`src/sv/tcw_pkg.sv`:
```
`timescale 1ns / 1ps

package tcw_pkg;

  localparam int COLUMNS    = 80;
  localparam int ROWS       = 25;
  localparam int CELL_COUNT = ROWS * COLUMNS;
  localparam int COL_W      = $clog2(COLUMNS);
  localparam int ROW_W      = $clog2(ROWS);
  localparam int ADDR_W     = $clog2(CELL_COUNT);

  localparam logic [7:0] CH_NEWLINE   = 8'd10;
  localparam logic [7:0] CH_BACKSPACE = 8'd8;

  localparam logic OP_PUT  = 1'b0;
  localparam logic OP_READ = 1'b1;

  typedef logic [COL_W-1:0]  col_t;
  typedef logic [ROW_W-1:0]  row_t;
  typedef logic [ROW_W:0]    row_ext_t;
  typedef logic [ADDR_W-1:0] addr_t;
  typedef logic [4:0]        in_row_t;
  typedef logic [6:0]        in_col_t;
  typedef logic [4:0]        out_row_t;
  typedef logic [6:0]        out_col_t;

  typedef enum logic [2:0] {
    CMD_NEWLINE,
    CMD_BACKSPACE,
    CMD_PRINT,
    CMD_READ,
    CMD_READ_NONE
  } cmd_kind_e;

  typedef struct packed {
    cmd_kind_e  kind;
    logic [7:0] ch;
    logic [7:0] attr;
    row_t       row;
    col_t       col;
  } cmd_t;

endpackage

```
`src/sv/tcw_front.sv`:
```
`timescale 1ns / 1ps

module tcw_front (
  input  logic          clk_i,
  input  logic          rst_ni,
  input  logic          busy_i,
  input  logic          s_axis_tvalid_i,
  output logic          s_axis_tready_o,
  input  logic [31:0]   s_axis_tdata_i,
  input  logic          s_axis_tuser_i,
  output logic          cmd_valid_o,
  input  logic          cmd_ready_i,
  output tcw_pkg::cmd_t cmd_o
);

  tcw_pkg::cmd_t    q_q [2];
  logic             wr_ptr_q;
  logic             rd_ptr_q;
  logic [1:0]       cnt_q;
  tcw_pkg::cmd_t    cls;
  logic             push;
  logic             pop;
  logic [7:0]       in_ch;
  logic [7:0]       in_attr;
  tcw_pkg::in_row_t in_row;
  tcw_pkg::in_col_t in_col;
  logic             in_range;

  assign in_ch    = s_axis_tdata_i[7:0];
  assign in_attr  = s_axis_tdata_i[15:8];
  assign in_row   = s_axis_tdata_i[20:16];
  assign in_col   = s_axis_tdata_i[27:21];
  assign in_range = (int'(in_row) < tcw_pkg::ROWS) && (int'(in_col) < tcw_pkg::COLUMNS);

  always_comb begin
    cls.ch   = in_ch;
    cls.attr = in_attr;
    cls.row  = tcw_pkg::row_t'(in_row);
    cls.col  = tcw_pkg::col_t'(in_col);
    if (s_axis_tuser_i == tcw_pkg::OP_READ) begin
      cls.kind = in_range ? tcw_pkg::CMD_READ : tcw_pkg::CMD_READ_NONE;
    end else if (in_ch == tcw_pkg::CH_NEWLINE) begin
      cls.kind = tcw_pkg::CMD_NEWLINE;
    end else if (in_ch == tcw_pkg::CH_BACKSPACE) begin
      cls.kind = tcw_pkg::CMD_BACKSPACE;
    end else begin
      cls.kind = tcw_pkg::CMD_PRINT;
    end
  end

  assign s_axis_tready_o = (cnt_q != 2'd2) && !busy_i;
  assign push            = s_axis_tvalid_i && s_axis_tready_o;
  assign cmd_valid_o     = (cnt_q != 2'd0);
  assign pop             = cmd_valid_o && cmd_ready_i;
  assign cmd_o           = q_q[rd_ptr_q];

  always_ff @(posedge clk_i) begin
    if (push) begin
      q_q[wr_ptr_q] <= cls;
    end
  end

  always_ff @(posedge clk_i or negedge rst_ni) begin
    if (!rst_ni) begin
      wr_ptr_q <= 1'b0;
      rd_ptr_q <= 1'b0;
      cnt_q    <= 2'd0;
    end else begin
      if (push) begin
        wr_ptr_q <= !wr_ptr_q;
      end
      if (pop) begin
        rd_ptr_q <= !rd_ptr_q;
      end
      case ({push, pop})
        2'b10:   cnt_q <= cnt_q + 2'd1;
        2'b01:   cnt_q <= cnt_q - 2'd1;
        default: cnt_q <= cnt_q;
      endcase
    end
  end

endmodule

```
`config.mk`:
```
export PLATFORM = sky130hd
export DESIGN_NAME = tcw_front
export DESIGN_NICKNAME = d
export VERILOG_FILES = /design/src/sv/tcw_pkg.sv /design/src/sv/tcw_front.sv
export SDC_FILE = /design/constraint.sdc
export NUM_CORES = 1
export LEC_CHECK = 0
export BUFFER_PORTS_ARGS = -buffer_cell sky130_fd_sc_hd__buf_2
export CORE_UTILIZATION = 46
export DETAILED_ROUTE_END_ITERATION = 8
export HOLD_SLACK_MARGIN = 0.15
export PLACE_DENSITY_LB_ADDON = 0.15
export SKIP_CTS_REPAIR_TIMING = 1
export SLEW_MARGIN = 20
export SYNTH_ARGS = -nofsm -noshare
export SYNTH_HDL_FRONTEND = slang
export SYNTH_SLANG_ARGS = --single-unit
export TNS_END_PERCENT = 30
```
`constraint.sdc`:
```
create_clock -name clk_i -period 2.5 [get_ports clk_i]
set_clock_uncertainty 0.1 [all_clocks]
set_input_delay 0.25 -clock clk_i [delete_from_list [all_inputs] [get_ports clk_i]]
set_output_delay 0.25 -clock clk_i [all_outputs]
set_load 0.005 [all_outputs]
```
==> flow_summary.ini <==
[job]
maxCapViolCount = 0

[clock_network]
cts-root-buf = clkbuf_8
clock_path_buffers = 2
cts.sinks = 66
clock_latency_ps = 320
numCtsBuffers = 9
cts_tree = yes
htree_levels = 3
path_clk_slew_ps = 60

[critical_path]
worstSetupEndpointType = output port
crit_required_ps = 2150
r2r-start = cnt_q[1]$_DFFE_PN0P_
r2r_end = q_q[0][14]$_DFFE_PP_
crit_arrival_ps = 1760
rrSetupSlack_ps = 700
cpPeakStageDelay_ps = 610
path_cells = buf_4, mux2_1, buf_2
worst_path_max_delay_cell = dfrtp_1
critical_path_cell_count = 3
setup.worst_path.class = reg -> out
crit_buf_inv = 2
crit_family = flip-flops
critPathLaunchType = flip-flop
reg2reg_depth = 4
path_max_fanout = 14

[route]
drt_iter0_markers = 74
via_per_inst = 4.87
wl_per_cell_microns = 14.8
drt_wl_total_microns = 4510
first_pass_iters = 4
via_count = 1480
drc_errors = 0
drtAntennaViolNets = 0

[synthesis]
syn-instance-count = 125
yosysSeqAreaShare_pct = 77.6
synthTopCellsByArea = edfxtp_1, mux2_1, dfrtp_1
yosysMostFrequentCell = edfxtp_1
synthDistinctLibCells = 22
avgSynthCellArea_sq_um = 20.2
synth_commonest_cells = edfxtp_1, mux2_1, dfrtp_1, xnor2_1
syn_nets = 164
async_reset_ff_share_pct = 6.06
synth_top_area_cell = edfxtp_1
synth_top_area_share_pct = 73.6
synth_edf_count = 62
yosys_warnings = 0
synthFlopType = edfxtp_1
synth-seq-cells = 66
synth_area_sq_um = 2530

[global_routing]
grt-ovfl-total = 0
antenna_found_initial = 0
grt_pass1_vias = 1501
grt_pass1_wl_microns = 6990
grt_usage_pct = 16.4
grt_max_degree = 18

[floorplanning]
std_cell_rows = 26
die_area_sq_um = 5800
initial_utilization_pct = 48.6
fp.dieW_microns = 76.1
io-pin-count = 71
core-area_sq_um = 5200
die_h_microns = 76.1

[cells_and_area]
diodes = 0
nets = 272
layout-drive-gt1-share_pct = 36.3
area_growth_pct = 34.0
final-seq-area_sq_um = 1960
fin_cells = 304
multi_input_area_sq_um = 528
nFillCells = 388

[place]
dp_hpwl_microns = 3000
io_buffers = 66
gp_congestion = 0.743
place_inst = 262

[sta]
period_needed_ps = 2110
post-route-period-util_pct = 84.3
rsz0062_at_grt = false
hold_viol_final = 0
fmax_mhz = 474
setup_violations = 0
relSlewSlack_pct = 70.8
setup_tns_ps = 0
worst_pin_slew_ps = 437
report.final.slew_viol_count = 0

[power_and_ir_drop]
finalPower_w = 0.00293
powerDensity_nw_per_um2 = 864
ir_worst_vdd_mv = 0.600
p_leak_nw = 1.29

[min_path]
hp-class = in -> async

[outcome]
status = finished, final reports clean
-- state kept, by name, indices dropped and copies added, names as in the netlist --
signal	count
q_q	62
cnt_q	2
rd_ptr_q	1
wr_ptr_q	1
-- through the flow --
step	instance area (sq um)	util [%]	hold WS (ps)	setup WS [ps]
after floorplan	2530	-	-146	80.4
after global placement	2950	56.7	-44.2	742
after detailed placement	2950	56.7	-37.6	693
after CTS	3090	59.4	-396	365
after global routing	3390	65.1	152	271
final	3390	65.1	150	392
-- layout by cell type (no fill, tap or decap), drive strengths merged, types with 2 or more instances in the layout --
master and instances:
edfxtp 62, nor2 3, xnor2 4, dfrtp 4, inv 2, mux2 31, clkinv 2, nand3 2
dlygate4sd3 30, clkbuf 10, buf 71
-- how the worst max path moves through the flow --
stage / slack [ps] / end / from
6_report: 390 / cmd_o[25] / rd_ptr_q$_DFFE_PN0P_
5_1_grt: 270 / cmd_o[25] / rd_ptr_q$_DFFE_PN0P_
4_1_cts: 360 / cmd_o[8] / rd_ptr_q$_DFFE_PN0P_
3_5_place_dp: 690 / q_q[0][1]$_DFFE_PP_ / cnt_q[1]$_DFFE_PN0P_
3_3_place_gp: 740 / q_q[0][3]$_DFFE_PP_ / cnt_q[1]$_DFFE_PN0P_
2_1_floorplan: 80 / q_q[0][0]$_DFFE_PP_ / cnt_q[1]$_DFFE_PN0P_
-- power breakdown --
part / switching, W / internal (W)
sequential: 0.0000850 / 0.00139
clock: 0.000338 / 0.000332
combinational: 0.000370 / 0.000416
-- worst reg2reg max path: stages, from the launching register on --
cell	delay (ps)
dfrtp_1	380
inv_1	120
o211ai_2	150
nor2_4	380
buf_4	350
-- metal layers --
layer / track usage [%] / wire length [microns]
met1: 18.6 / 1930
met3: 7.31 / 241
met2: 27.3 / 2250
met4: 6.54 / 87
met5: 0 / 0
-- kinds of logic (layout without fill, tap and decap cells) --
group	count (synthesis)	after routing	synth area share, %
compound gates	7	7	2.62
xor+xnor	5	5	1.73
fa+ha+maj	1	1	0.495
buf+inv	6	115	1.83
flops	66	66	77.6
mux	31	31	13.8
simple gates	9	9	1.93
-- area by class of cell --
cell class,count,share of cell area (%)
clock buffer,10,3.77
sequential,66,57.9
clock inverter,2,0.258
timing repair buffer,101,19.7
tap,70,2.58
multi-input combinational,53,15.6
inverter,2,0.221
(Power assumes the default switching activity.)
